## src/design/imm_pkg.sv

```systemverilog
// Shared types, codes and defaults for the integer matrix multiplier.
package imm_pkg;

    // Default sizes
    localparam int MAX_DIM_DEF   = 8;
    localparam int ELEM_BITS_DEF = 16;

    // Fixed field widths
    localparam int VALUE_W = 16;
    localparam int SUM_W   = 35;
    localparam int DIM_W   = 4;
    localparam int POS_W   = 3;
    localparam int OP_W    = 2;
    localparam int CFG_IW  = 2;

    // Item operation codes
    localparam logic [OP_W-1:0] OP_LOAD_A = 2'd0;
    localparam logic [OP_W-1:0] OP_LOAD_B = 2'd1;
    localparam logic [OP_W-1:0] OP_RUN    = 2'd2;

    // Configuration register indexes
    localparam logic [CFG_IW-1:0] REG_ROWS_A    = 2'd0;
    localparam logic [CFG_IW-1:0] REG_INNER_DIM = 2'd1;
    localparam logic [CFG_IW-1:0] REG_COLS_B    = 2'd2;

    // Sequencer states
    typedef enum logic [1:0] {
        ST_IDLE,
        ST_RUN,
        ST_DRAIN
    } state_t;

    // Per-MAC tag that travels with the operands
    typedef struct packed {
        logic             valid;
        logic             first;
        logic             lastk;
        logic             last;
        logic [POS_W-1:0] row;
        logic [POS_W-1:0] col;
    } mac_tag_t;

    // Datapath status back to the sequencer
    typedef struct packed {
        logic adv;
        logic busy;
    } mac_stat_t;

endpackage

```

## src/design/integer_matrix_multiply_top.sv

```systemverilog
// Top level of the signed integer matrix multiplier.
// Load items (write one element of A or B) are taken one per cycle while no run
// is in progress. A run item computes C = A x B through one shared multiplier
// and accumulator that do one multiply-accumulate per cycle unless a result
// waits untaken because m_ready is low; s_ready stays low for the whole run.
// Results leave in row-major order with m_last on the final entry. Elements must
// be loaded before a run reads them.
module integer_matrix_multiply_top
    import imm_pkg::*;
#(
    parameter int MAX_DIM   = MAX_DIM_DEF,
    parameter int ELEM_BITS = ELEM_BITS_DEF
) (
    input  logic              aclk,
    input  logic              aresetn,
    input  logic              cfg_we,
    input  logic [CFG_IW-1:0] cfg_index,
    input  logic [DIM_W-1:0]  cfg_data,
    input  logic              s_valid,
    output logic              s_ready,
    input  logic [OP_W-1:0]   s_op,
    input  logic [POS_W-1:0]  s_row,
    input  logic [POS_W-1:0]  s_col,
    input  logic [VALUE_W-1:0] s_value,
    output logic              m_valid,
    input  logic              m_ready,
    output logic [POS_W-1:0]  m_out_row,
    output logic [POS_W-1:0]  m_out_col,
    output logic [SUM_W-1:0]  m_sum,
    output logic              m_last
);

    localparam int DEPTH = MAX_DIM * MAX_DIM;
    localparam int AW    = $clog2(DEPTH);
    localparam int IW    = $clog2(MAX_DIM);
    localparam int VW    = (ELEM_BITS > VALUE_W) ? ELEM_BITS : VALUE_W;

    logic [DIM_W-1:0] rows_a_reg, inner_dim_reg, cols_b_reg;
    logic             accept, in_range, run_start, idle;
    logic             wr_a, wr_b;
    logic [AW-1:0]    wr_addr, a_addr, b_addr;
    logic signed [VW-1:0]  value_x;
    logic [ELEM_BITS-1:0]  elem;
    logic [ELEM_BITS-1:0]  a_data, b_data;
    mac_tag_t         issue;
    mac_stat_t        stat;

    // Configuration registers
    always_ff @(posedge aclk) begin
        if (!aresetn) begin
            rows_a_reg    <= DIM_W'(8);
            inner_dim_reg <= DIM_W'(8);
            cols_b_reg    <= DIM_W'(8);
        end else if (cfg_we) begin
            case (cfg_index)
                REG_ROWS_A:    rows_a_reg    <= cfg_data;
                REG_INNER_DIM: inner_dim_reg <= cfg_data;
                REG_COLS_B:    cols_b_reg    <= cfg_data;
                default: ;
            endcase
        end
    end

    // Decode an accepted item
    assign s_ready   = idle;
    assign accept    = s_valid && s_ready;
    assign in_range  = (32'(s_row) < MAX_DIM) && (32'(s_col) < MAX_DIM);
    assign wr_a      = accept && (s_op == OP_LOAD_A) && in_range;
    assign wr_b      = accept && (s_op == OP_LOAD_B) && in_range;
    assign run_start = accept && (s_op == OP_RUN);
    assign wr_addr   = AW'(32'(s_row) * MAX_DIM + 32'(s_col));

    // Fit the loaded value to the element width
    assign value_x = VW'($signed(s_value));
    assign elem    = value_x[ELEM_BITS-1:0];

    imm_store #(
        .DEPTH (DEPTH),
        .W     (ELEM_BITS),
        .AW    (AW)
    ) u_a_store (
        .aclk    (aclk),
        .wr_en   (wr_a),
        .wr_addr (wr_addr),
        .wr_data (elem),
        .rd_en   (stat.adv),
        .rd_addr (a_addr),
        .rd_data (a_data)
    );

    imm_store #(
        .DEPTH (DEPTH),
        .W     (ELEM_BITS),
        .AW    (AW)
    ) u_b_store (
        .aclk    (aclk),
        .wr_en   (wr_b),
        .wr_addr (wr_addr),
        .wr_data (elem),
        .rd_en   (stat.adv),
        .rd_addr (b_addr),
        .rd_data (b_data)
    );

    imm_seq #(
        .MAX_DIM (MAX_DIM),
        .IW      (IW),
        .AW      (AW)
    ) u_seq (
        .aclk      (aclk),
        .aresetn   (aresetn),
        .run_start (run_start),
        .rows_a    (rows_a_reg),
        .inner_dim (inner_dim_reg),
        .cols_b    (cols_b_reg),
        .stat      (stat),
        .idle      (idle),
        .a_addr    (a_addr),
        .b_addr    (b_addr),
        .issue     (issue)
    );

    imm_mac #(
        .ELEM_BITS (ELEM_BITS)
    ) u_mac (
        .aclk      (aclk),
        .aresetn   (aresetn),
        .issue     (issue),
        .a_data    (a_data),
        .b_data    (b_data),
        .stat      (stat),
        .m_valid   (m_valid),
        .m_ready   (m_ready),
        .m_out_row (m_out_row),
        .m_out_col (m_out_col),
        .m_sum     (m_sum),
        .m_last    (m_last)
    );

endmodule

```

## src/design/imm_store.sv

```systemverilog
// Element store: one write port and one registered read port.
module imm_store
    import imm_pkg::*;
#(
    parameter int DEPTH = MAX_DIM_DEF * MAX_DIM_DEF,
    parameter int W     = ELEM_BITS_DEF,
    parameter int AW    = $clog2(DEPTH)
) (
    input  logic          aclk,
    input  logic          wr_en,
    input  logic [AW-1:0] wr_addr,
    input  logic [W-1:0]  wr_data,
    input  logic          rd_en,
    input  logic [AW-1:0] rd_addr,
    output logic [W-1:0]  rd_data
);

    logic [W-1:0] mem [DEPTH];
    logic [W-1:0] rd_data_reg;

    // Write a loaded element
    always_ff @(posedge aclk) begin
        if (wr_en) begin
            mem[wr_addr] <= wr_data;
        end
    end

    // Read one operand, hold while stalled
    always_ff @(posedge aclk) begin
        if (rd_en) begin
            rd_data_reg <= mem[rd_addr];
        end
    end

    assign rd_data = rd_data_reg;

endmodule

```

## src/design/imm_seq.sv

```systemverilog
// Run sequencer: walks i, j, k and issues one operand pair per cycle while the datapath advances.
module imm_seq
    import imm_pkg::*;
#(
    parameter int MAX_DIM = MAX_DIM_DEF,
    parameter int IW      = $clog2(MAX_DIM),
    parameter int AW      = $clog2(MAX_DIM * MAX_DIM)
) (
    input  logic             aclk,
    input  logic             aresetn,
    input  logic             run_start,
    input  logic [DIM_W-1:0] rows_a,
    input  logic [DIM_W-1:0] inner_dim,
    input  logic [DIM_W-1:0] cols_b,
    input  mac_stat_t        stat,
    output logic             idle,
    output logic [AW-1:0]    a_addr,
    output logic [AW-1:0]    b_addr,
    output mac_tag_t         issue
);

    state_t state_reg, state_next;

    logic [IW-1:0] i_reg, i_next;
    logic [IW-1:0] j_reg, j_next;
    logic [IW-1:0] k_reg, k_next;
    logic [IW-1:0] ni_reg, ni_next;
    logic [IW-1:0] nj_reg, nj_next;
    logic [IW-1:0] nk_reg, nk_next;

    logic i_end, j_end, k_end, issuing;

    // Clamp a dimension register to 1..MAX_DIM and return count minus one
    function automatic logic [IW-1:0] dim_lim(input logic [DIM_W-1:0] d);
        logic [DIM_W-1:0] t;
        if (d == '0) begin
            t = '0;
        end else if (32'(d) > MAX_DIM) begin
            t = DIM_W'(MAX_DIM - 1);
        end else begin
            t = d - 1'b1;
        end
        return t[IW-1:0];
    endfunction

    assign i_end   = (i_reg == ni_reg);
    assign j_end   = (j_reg == nj_reg);
    assign k_end   = (k_reg == nk_reg);
    assign issuing = (state_reg == ST_RUN) && stat.adv;

    // Next state
    always_comb begin
        state_next = state_reg;
        case (state_reg)
            ST_IDLE: begin
                if (run_start) begin
                    state_next = ST_RUN;
                end
            end
            ST_RUN: begin
                if (issuing && i_end && j_end && k_end) begin
                    state_next = ST_DRAIN;
                end
            end
            ST_DRAIN: begin
                if (!stat.busy) begin
                    state_next = ST_IDLE;
                end
            end
            default: state_next = ST_IDLE;
        endcase
    end

    // Counters and latched limits
    always_comb begin
        i_next  = i_reg;
        j_next  = j_reg;
        k_next  = k_reg;
        ni_next = ni_reg;
        nj_next = nj_reg;
        nk_next = nk_reg;
        case (state_reg)
            ST_IDLE: begin
                if (run_start) begin
                    i_next  = '0;
                    j_next  = '0;
                    k_next  = '0;
                    ni_next = dim_lim(rows_a);
                    nj_next = dim_lim(cols_b);
                    nk_next = dim_lim(inner_dim);
                end
            end
            ST_RUN: begin
                if (issuing) begin
                    if (!k_end) begin
                        k_next = k_reg + 1'b1;
                    end else begin
                        k_next = '0;
                        if (!j_end) begin
                            j_next = j_reg + 1'b1;
                        end else begin
                            j_next = '0;
                            i_next = i_reg + 1'b1;
                        end
                    end
                end
            end
            default: ;
        endcase
    end

    // Issue outputs
    always_comb begin
        idle        = (state_reg == ST_IDLE);
        a_addr      = AW'(32'(i_reg) * MAX_DIM + 32'(k_reg));
        b_addr      = AW'(32'(k_reg) * MAX_DIM + 32'(j_reg));
        issue.valid = (state_reg == ST_RUN);
        issue.first = (k_reg == '0);
        issue.lastk = k_end;
        issue.last  = i_end && j_end;
        issue.row   = POS_W'(i_reg);
        issue.col   = POS_W'(j_reg);
    end

    always_ff @(posedge aclk) begin
        if (!aresetn) begin
            state_reg <= ST_IDLE;
        end else begin
            state_reg <= state_next;
        end
        i_reg  <= i_next;
        j_reg  <= j_next;
        k_reg  <= k_next;
        ni_reg <= ni_next;
        nj_reg <= nj_next;
        nk_reg <= nk_next;
    end

endmodule

```

## src/design/imm_mac.sv

```systemverilog
// Shared multiply-accumulate unit with its result register.
module imm_mac
    import imm_pkg::*;
#(
    parameter int ELEM_BITS = ELEM_BITS_DEF
) (
    input  logic                 aclk,
    input  logic                 aresetn,
    input  mac_tag_t             issue,
    input  logic [ELEM_BITS-1:0] a_data,
    input  logic [ELEM_BITS-1:0] b_data,
    output mac_stat_t            stat,
    output logic                 m_valid,
    input  logic                 m_ready,
    output logic [POS_W-1:0]     m_out_row,
    output logic [POS_W-1:0]     m_out_col,
    output logic [SUM_W-1:0]     m_sum,
    output logic                 m_last
);

    localparam int PW = 2 * ELEM_BITS;
    localparam int XW = (PW > SUM_W) ? PW : SUM_W;

    mac_tag_t s1_reg, s2_reg;
    logic signed [PW-1:0] prod_reg;
    logic signed [XW-1:0] prod_x;
    logic [SUM_W-1:0]     acc_reg, acc_next;
    logic                 out_valid_reg;
    logic [POS_W-1:0]     out_row_reg, out_col_reg;
    logic [SUM_W-1:0]     out_sum_reg;
    logic                 out_last_reg;
    logic                 adv;

    // Advance the whole pipe unless a result waits untaken
    assign adv = !out_valid_reg || m_ready;

    // Extend or wrap the product to the sum width and accumulate
    assign prod_x   = XW'(prod_reg);
    assign acc_next = (s2_reg.first ? '0 : acc_reg) + prod_x[SUM_W-1:0];

    // Tag stages
    always_ff @(posedge aclk) begin
        if (!aresetn) begin
            s1_reg.valid <= 1'b0;
            s2_reg.valid <= 1'b0;
        end else if (adv) begin
            s1_reg.valid <= issue.valid;
            s2_reg.valid <= s1_reg.valid;
        end
        if (adv) begin
            s1_reg.first <= issue.first;
            s1_reg.lastk <= issue.lastk;
            s1_reg.last  <= issue.last;
            s1_reg.row   <= issue.row;
            s1_reg.col   <= issue.col;
            s2_reg.first <= s1_reg.first;
            s2_reg.lastk <= s1_reg.lastk;
            s2_reg.last  <= s1_reg.last;
            s2_reg.row   <= s1_reg.row;
            s2_reg.col   <= s1_reg.col;
        end
    end

    // Multiply and accumulate
    always_ff @(posedge aclk) begin
        if (adv) begin
            prod_reg <= $signed(a_data) * $signed(b_data);
            if (s2_reg.valid) begin
                acc_reg <= acc_next;
            end
        end
    end

    // Result register
    always_ff @(posedge aclk) begin
        if (!aresetn) begin
            out_valid_reg <= 1'b0;
        end else if (adv && s2_reg.valid && s2_reg.lastk) begin
            out_valid_reg <= 1'b1;
        end else if (m_ready) begin
            out_valid_reg <= 1'b0;
        end
        if (adv && s2_reg.valid && s2_reg.lastk) begin
            out_row_reg  <= s2_reg.row;
            out_col_reg  <= s2_reg.col;
            out_sum_reg  <= acc_next;
            out_last_reg <= s2_reg.last;
        end
    end

    assign stat.adv  = adv;
    assign stat.busy = s1_reg.valid || s2_reg.valid || out_valid_reg;

    assign m_valid   = out_valid_reg;
    assign m_out_row = out_row_reg;
    assign m_out_col = out_col_reg;
    assign m_sum     = out_sum_reg;
    assign m_last    = out_last_reg;

endmodule
```

## config.mk

```make
export PLATFORM = sky130hd
export DESIGN_NAME = integer_matrix_multiply_top
export DESIGN_NICKNAME = d
export VERILOG_FILES = /design/src/design/imm_pkg.sv /design/src/design/integer_matrix_multiply_top.sv /design/src/design/imm_store.sv /design/src/design/imm_seq.sv /design/src/design/imm_mac.sv
export SDC_FILE = /design/constraint.sdc
export NUM_CORES = 2
export LEC_CHECK = 0
export CAP_MARGIN = 5
export CORE_UTILIZATION = 40
export DETAILED_ROUTE_END_ITERATION = 8
export DONT_BUFFER_PORTS = 1
export PLACE_DENSITY_LB_ADDON = 0.15
export RECOVER_POWER = 25
export SKIP_CTS_REPAIR_TIMING = 1
export SYNTH_ARGS = -nofsm -noshare
export SYNTH_HDL_FRONTEND = slang
export SYNTH_SLANG_ARGS = --single-unit
export TNS_END_PERCENT = 5
```

## constraint.sdc

```tcl
create_clock -name aclk -period 18.5 [get_ports aclk]
set_input_delay 3.7 -clock aclk [delete_from_list [all_inputs] [get_ports aclk]]
set_output_delay 3.7 -clock aclk [all_outputs]
set_load 0.01 [all_outputs]
```

## After elaboration in Yosys (flattened, before gate mapping)

Memory sizes are Yosys's and may differ from the RTL's. A register that Yosys moved wholly into a read port is not among the register bits.
Cells that the tools add are included.

| word-level totals | value |
|---|---|
| bits in registers | 162 |
| memory bits (writable) | 2048 |
| bits of input ports | 35 |
| output and inout bits | 44 |
| word-level logic and storage cells | 119 |
| memories | 2 |

| operators by class | value |
|---|---|
| add/sub/neg operators | 10 |
| $mul | 1 |
| $lt $le $gt $ge | 3 |
| equality and inequality tests | 15 |
| mux-type cells | 26 |
| reductions and logical operators | 33 |

Memory list:

| name | depth | width | read ports | clocked after Yosys merged registers in | wr ports | line | source |
|---|---|---|---|---|---|---|---|
| u_a_store.mem | 64 | 16 | 1 | 1 | 1 | imm_store.sv:18 | `logic [W-1:0] mem [DEPTH];` |
| u_b_store.mem | 64 | 16 | 1 | 1 | 1 | imm_store.sv:18 |  |

Operator list:

| operator | number |
|---|---|
| two-way mux 3 bit | 12 |
| adder 35 bit | 1 |
| two-way mux 35 bit | 1 |
| multiplier 16 x 16 -> 32 bit | 1 |
| adder 6 x 3 -> 6 bit | 3 |
| one-hot mux 3 bit (2 select lines) | 3 |
| greater-than comparator 4 bit (second input constant) | 3 |
| logical NOT 4 bit | 3 |
| logical AND 1 bit | 11 |
| != test 2 bit (second input constant) | 5 |
| AND reduction 2 bit | 5 |
| adder 3 x 1 -> 3 bit (second input constant) | 3 |
| equality test 3 bit | 3 |
| subtractor 3 x 1 -> 3 bit (second input constant) | 3 |
| equality test 2 x 1 -> 1 bit (second input constant) | 3 |
| equality test 2 bit (second input constant) | 3 |
| logical NOT 2 bit | 3 |
| two-way mux 1 bit | 6 |
| two-way mux 2 bit | 3 |
| one-hot mux 2 bit (3 select lines) | 1 |
| AND reduction 3 bit | 2 |
| AND reduction 5 bit | 1 |
| AND reduction 4 bit | 1 |
| nonzero test 2 bit | 2 |
| other kinds (4) | 6 |

## Depth between registers and ports, before layout

| depth | value |
|---|---|
| depth after elaboration | 8 |
| mapped depth | 26 |
| depth with buffers taken out | 25 |

## Cells and area by module

From an unflattened synthesis, not the netlist that was laid out.

| unflattened totals | value |
|---|---|
| cells, all modules | 5325 |
| area, all modules | 97828.8 um2 |

By module, submodules not included:

| module | instances | cells an instance | area each (um2) | seq. area each (um2) |
|---|---|---|---|---|
| imm_store | 2 | 1829 | 40202.3 | 31230.0 |
| imm_mac | 1 | 1510 | 15747.6 | 3873.7 |
| imm_seq | 1 | 108 | 1189.9 | 580.6 |
| integer_matrix_multiply_top | 1 | 49 | 486.7 | 240.2 |

## Worst setup path after synthesis

Ideal clock, no wire load.

| timing path | value |
|---|---|
| path type | input port to flip-flop |
| from | input m_ready |
| to | register u_mac.out_last_reg (netlist: u_mac.m_last), enable pin |
| library setup time | 396 ps |
| data arrival time | 8328 ps |
| data required time | 18104 ps |
| path slack | 9775 ps |
| cell stages on the path | 5 |
| path buffers | 1 |
| path through | nand2b_1 > clkbuf_1 > and2_1 > nand2_1 > inv_1 |

| on the way | value |
|---|---|
| longest elaborated chain between the ends | 3 |

Ends and longest elaborated chain:

| what | line | source |
|---|---|---|
| from (decl) | integer_matrix_multiply_top.sv:26 | `input logic m_ready,` |
| logical OR 1 bit | imm_mac.sv:35 | `assign adv = !out_valid_reg \|\| m_ready;` |
| logical AND 1 bit (2 in series) | imm_mac.sv:83 | `if (adv && s2_reg.valid && s2_reg.lastk) begin` |
| to (signal assigned) | imm_mac.sv:87 | `out_last_reg <= s2_reg.last;` |
| to (decl) | imm_mac.sv:31 | `logic out_last_reg;` |

Every way passes these cells.
A chain may end at the register's enable or synchronous reset.

## Final worst setup path

| timing path | value |
|---|---|
| from | register u_b_store.rd_data_reg[7] (netlist: u_b_store.rd_data[7]), read port of u_b_store.mem |
| to | register u_mac.prod_reg[31] (data pin) |

| on the way | value |
|---|---|
| longest elaborated chain between the ends | 1 |

Ends and longest elaborated chain:

| what | line | source |
|---|---|---|
| from (decl) | imm_store.sv:19 | `logic [W-1:0] rd_data_reg;` |
| multiplier 16 x 16 -> 32 bit | imm_mac.sv:67 | `prod_reg <= $signed(a_data) * $signed(b_data);` |
| to (signal assigned) | imm_mac.sv:67 |  |
| to (decl) | imm_mac.sv:25 | `logic signed [PW-1:0] prod_reg;` |

Every way passes these cells.

==> results by group <==
Run status
  • Status: complete, but fails checks
  • Failing checks: DRC, capacitance limit, slew limit

Synthesis
  • Complex-gate fraction of the synthesized area: roughly 1.2%
  • Register area share after synthesis: between 60 and 70%
  • #FFs+latches synth: 2242
  • Post-synth EDFFs: approximately 2.2k
  • Unique masters post-synth: 67
  • Synth area leader: edfxtp_1
  • Share of synthesized registers carrying an async set or reset: 0%
  • Syn Nets: 5139
  • Post-Synth XOR/XNOR Area: 0.684%
  • Gate Count Post-Synth: between 4k and 5k
  • Yosys Warn Count: 0
  • Simple-gate share of the synthesized area: under 10%
  • Mux cell area share after synthesis: about 16%
  • Syn Area/Cell: between 20 and 25 um2
  • Yosys top cell area share: 69.5%
  • Top post-synthesis cells by area: edfxtp_1, mux4_2, fa_1
  • Combinational family with the most area after synthesis: multiplexers
  • Cell Area, Synth: about 96000 um2
  • Predominant post-synthesis flop cell: edfxtp_1
  • Adder-Cell Fraction of Synth Area: about 7.1%

Drt
  • Vias per Instance: 5.38
  • Via count: about 44k
  • Initial DRC Count: a little over 4k
  • Total Wirelength: ~230 mm
  • Final antenna-violating net count: 0
  • Routed WL per cell: about 28 um
  • DRC errors left: 27
  • First-pass DRT Iterations: 9

Timing
  • Slew Limit Fails: 335
  • Final setup fails: 0
  • Slew @ Worst Pin: 3.99 ns
  • Setup WS post-layout: around 12 ns
  • Setup_tns: 0 ns
  • Layout Skew: 0.0837 ns
  • Minimum clock period: about 7.0 ns
  • Worst rel slew slack: -166%
  • Final Cycle Share: a little under two fifths
  • Final Hold Viols: 0
  • Final hold slack: ~0.42 ns
  • F_max: between 100 and 150 MHz
  • RSZ-0062 raised after global routing: false

Critical path
  • Critical path launch point type: flop
  • Worst Setup End Kind: flop
  • CP Class: flop to flop
  • Delay-heaviest family, CP: adder cells
  • Slowest-stage cell, CP: edfxtp_1
  • Worst-path maximum fanout: 16
  • Critical path arrival: 7.57 ns
  • Required time worst endpoint: roughly 19 ns
  • Worst path bufs/invs: 3
  • Crit-path cells: nand2_1, fa_1, inv_1, fa_1, fa_1, fa_1, fa_1, inv_1, fa_1, inv_1, ha_1, a21o_1, a21o_1, a21oi_2, nand4_2, a211oi_2, o21ai_2, o41ai_2, o21ai_1, o41a_1, xnor2_1
  • CP max stage delay: ~0.8 ns
  • Crit-path most repeated cell: fa_1

Global route
  • Tot GR Track Use: around a fifth
  • Antenna violations before repair: 17
  • Largest net degree at the start of global routing: about 150
  • Vias in the first global route: about 46k
  • Gr ovfl total: 0
  • First-pass GRT wire length: 338 mm

Power and ir drop
  • Gate power share: a little under half
  • Clk network pwr share: 22.1%
  • Total net switching power: around 7.5 mW
  • Sw Share: 36.1%
  • Seq pwr share: a little under a third
  • P_int: 13.2 mW
  • Leak Pwr: ~35 nW
  • PD cells: about 190 nW/um2
  • Worst vdd ir: 0.445 mV

Placed design
  • DP HPWL: about 140 mm
  • DP Worst Slack: 11.47 ns
  • Placed insts: roughly 8k
  • RePlAce Congestion: roughly 0.83
  • IO Port Bufs: 0

CTS
  • CTS Buf Count: 230
  • Clock tree buffer depth: 3
  • Clock Sinks: roughly 2.2k
  • H-tree depth: 4
  • TritonCTS clock tree: built
  • Worst skew pair latency: ~0.89 ns
  • CTS root buf: clkbuf_16
  • Reg clk slew, reported paths: 0.06 ns

Floorplan
  • Die area: 242000 um2
  • Die width: slightly below 500 um
  • Initial Utilization: 40.3%
  • Core footprint: 238000 um2
  • Row count: 179
  • Die Span Y: a little under 500 um
  • Ports: 79

Hold path
  • Hold Crit Class: flop to flop

Layout
  • Filler cell count: slightly above 20k
  • Area delta synth->final: 12.4%
  • Top Registers: u_a_store.mem x1024, u_b_store.mem x1024
  • Most frequent cells in the layout: edfxtp_1, mux4_2, inv_1, fa_1, clkbuf_16
  • Commonest non-fill, non-tap cell in the layout: edfxtp_1
  • Layout cell share with drive strength beyond 1: between 20% and 30%
  • Util after Layout: a little under half
  • Register area: ~67000 um2
  • Fin cells: 8264
  • Final nets: ~5.3k
  • Multi-input gate area: between 20000 and 30000 um2

Run
  • Max_cap viols: 10
==> cell usage after synthesis, drive strengths merged (4+ instances only) <==
master / count
mux4: 672
and3: 7
xor2: 17
a21o: 25
dfxtp: 17
edfxtp: 2225
nor3: 6
inv: 335
nand2b: 22
fa: 263
nand4: 4
a21oi: 58
o21ai: 27
nor2b: 53
nand3: 22
nand3b: 5
mux2i: 11
xnor2: 58
ha: 123
buf: 75
nor2: 203
o21a: 7
o21bai: 14
clkbuf: 127
a211oi: 5
nor3b: 5
and2: 119
nand2: 171
==> path summary, 6_finish.rpt <==
| path | start | end | slack [ns] | cells after the start |
|---|---|---|---|---|
| setup / recovery | u_b_store.rd_data[7]$_DFFE_PN_ | u_mac.prod_reg[31]$_DFFE_PN_ | 11.54 | 21 |
| hold / removal | u_mac.s2_reg[3]$_DFFE_PN_ | u_mac.m_out_row[0]$_DFFE_PP_ | 0.42 | 0 |
| hold reg to reg | u_mac.s2_reg[3]$_DFFE_PN_ | u_mac.m_out_row[0]$_DFFE_PP_ | 0.42 | 0 |
| setup reg to reg | u_b_store.rd_data[7]$_DFFE_PN_ | u_mac.prod_reg[31]$_DFFE_PN_ | 11.54 | 21 |
==> metrics by stage <==
step	power, mW	area (um2)
after floorplan	14.1	96100
after global placement	16.1	101000
after detailed placement	16.2	101000
after CTS	20.9	108000
after global routing	22.4	108000
final	20.7	108000
==> worst reg2reg max path, cell delays in order (launching register included) <==
cell,delay (ns)
edfxtp_1,0.78
nand2_1,0.18
fa_1,0.56
inv_1,0.05
fa_1,0.48
fa_1,0.58
fa_1,0.47
fa_1,0.51
inv_1,0.05
fa_1,0.49
inv_1,0.05
ha_1,0.35
a21o_1,0.22
a21o_1,0.18
a21oi_2,0.16
nand4_2,0.17
a211oi_2,0.38
o21ai_2,0.14
o41ai_2,0.32
o21ai_1,0.15
o41a_1,0.34
xnor2_1,0.12
==> logic make-up (layout without fill, tap and decap cells) <==
group / Yosys count / in the layout
AO/OA/AOI/OAI: 166 / 166
AND/OR/NAND/NOR: 627 / 627
buffers and inverters: 537 / 906
XOR/XNOR: 75 / 75
multiplexers: 683 / 683
adder cells (fa/ha/maj): 388 / 388
other: 0 / 10
flip-flops: 2242 / 2242
==> routing by layer <==
layer	wire length [um]	GRT usage, %	part of all wire [%]
met5	13	0	0.0056
met4	3870	3.89	1.7
met3	13100	3.18	5.6
met2	109000	30.0	47
met1	107000	28.8	46
==> layout make-up <==
class / count / area share (%)
clock inverter: 122 / 1.29
tap: 3167 / 3.67
clock buffer: 296 / 5.60
inverter: 335 / 1.16
multi-input combinational: 1939 / 25.0
timing repair buffer: 153 / 1.06
sequential: 2242 / 62.2
antenna: 10 / 0.0232
==> power groups by stage <==
stage	logic (mW)	clock network, mW	registers [mW]
final	9.84	4.58	6.30
after global routing	11.2	4.86	6.30
after CTS	9.91	4.69	6.30
after detailed placement	9.84	0	6.40
after global placement	9.69	0	6.40
after floorplan	7.70	0	6.35
Note: power is estimated with default switching activity, not from simulation.
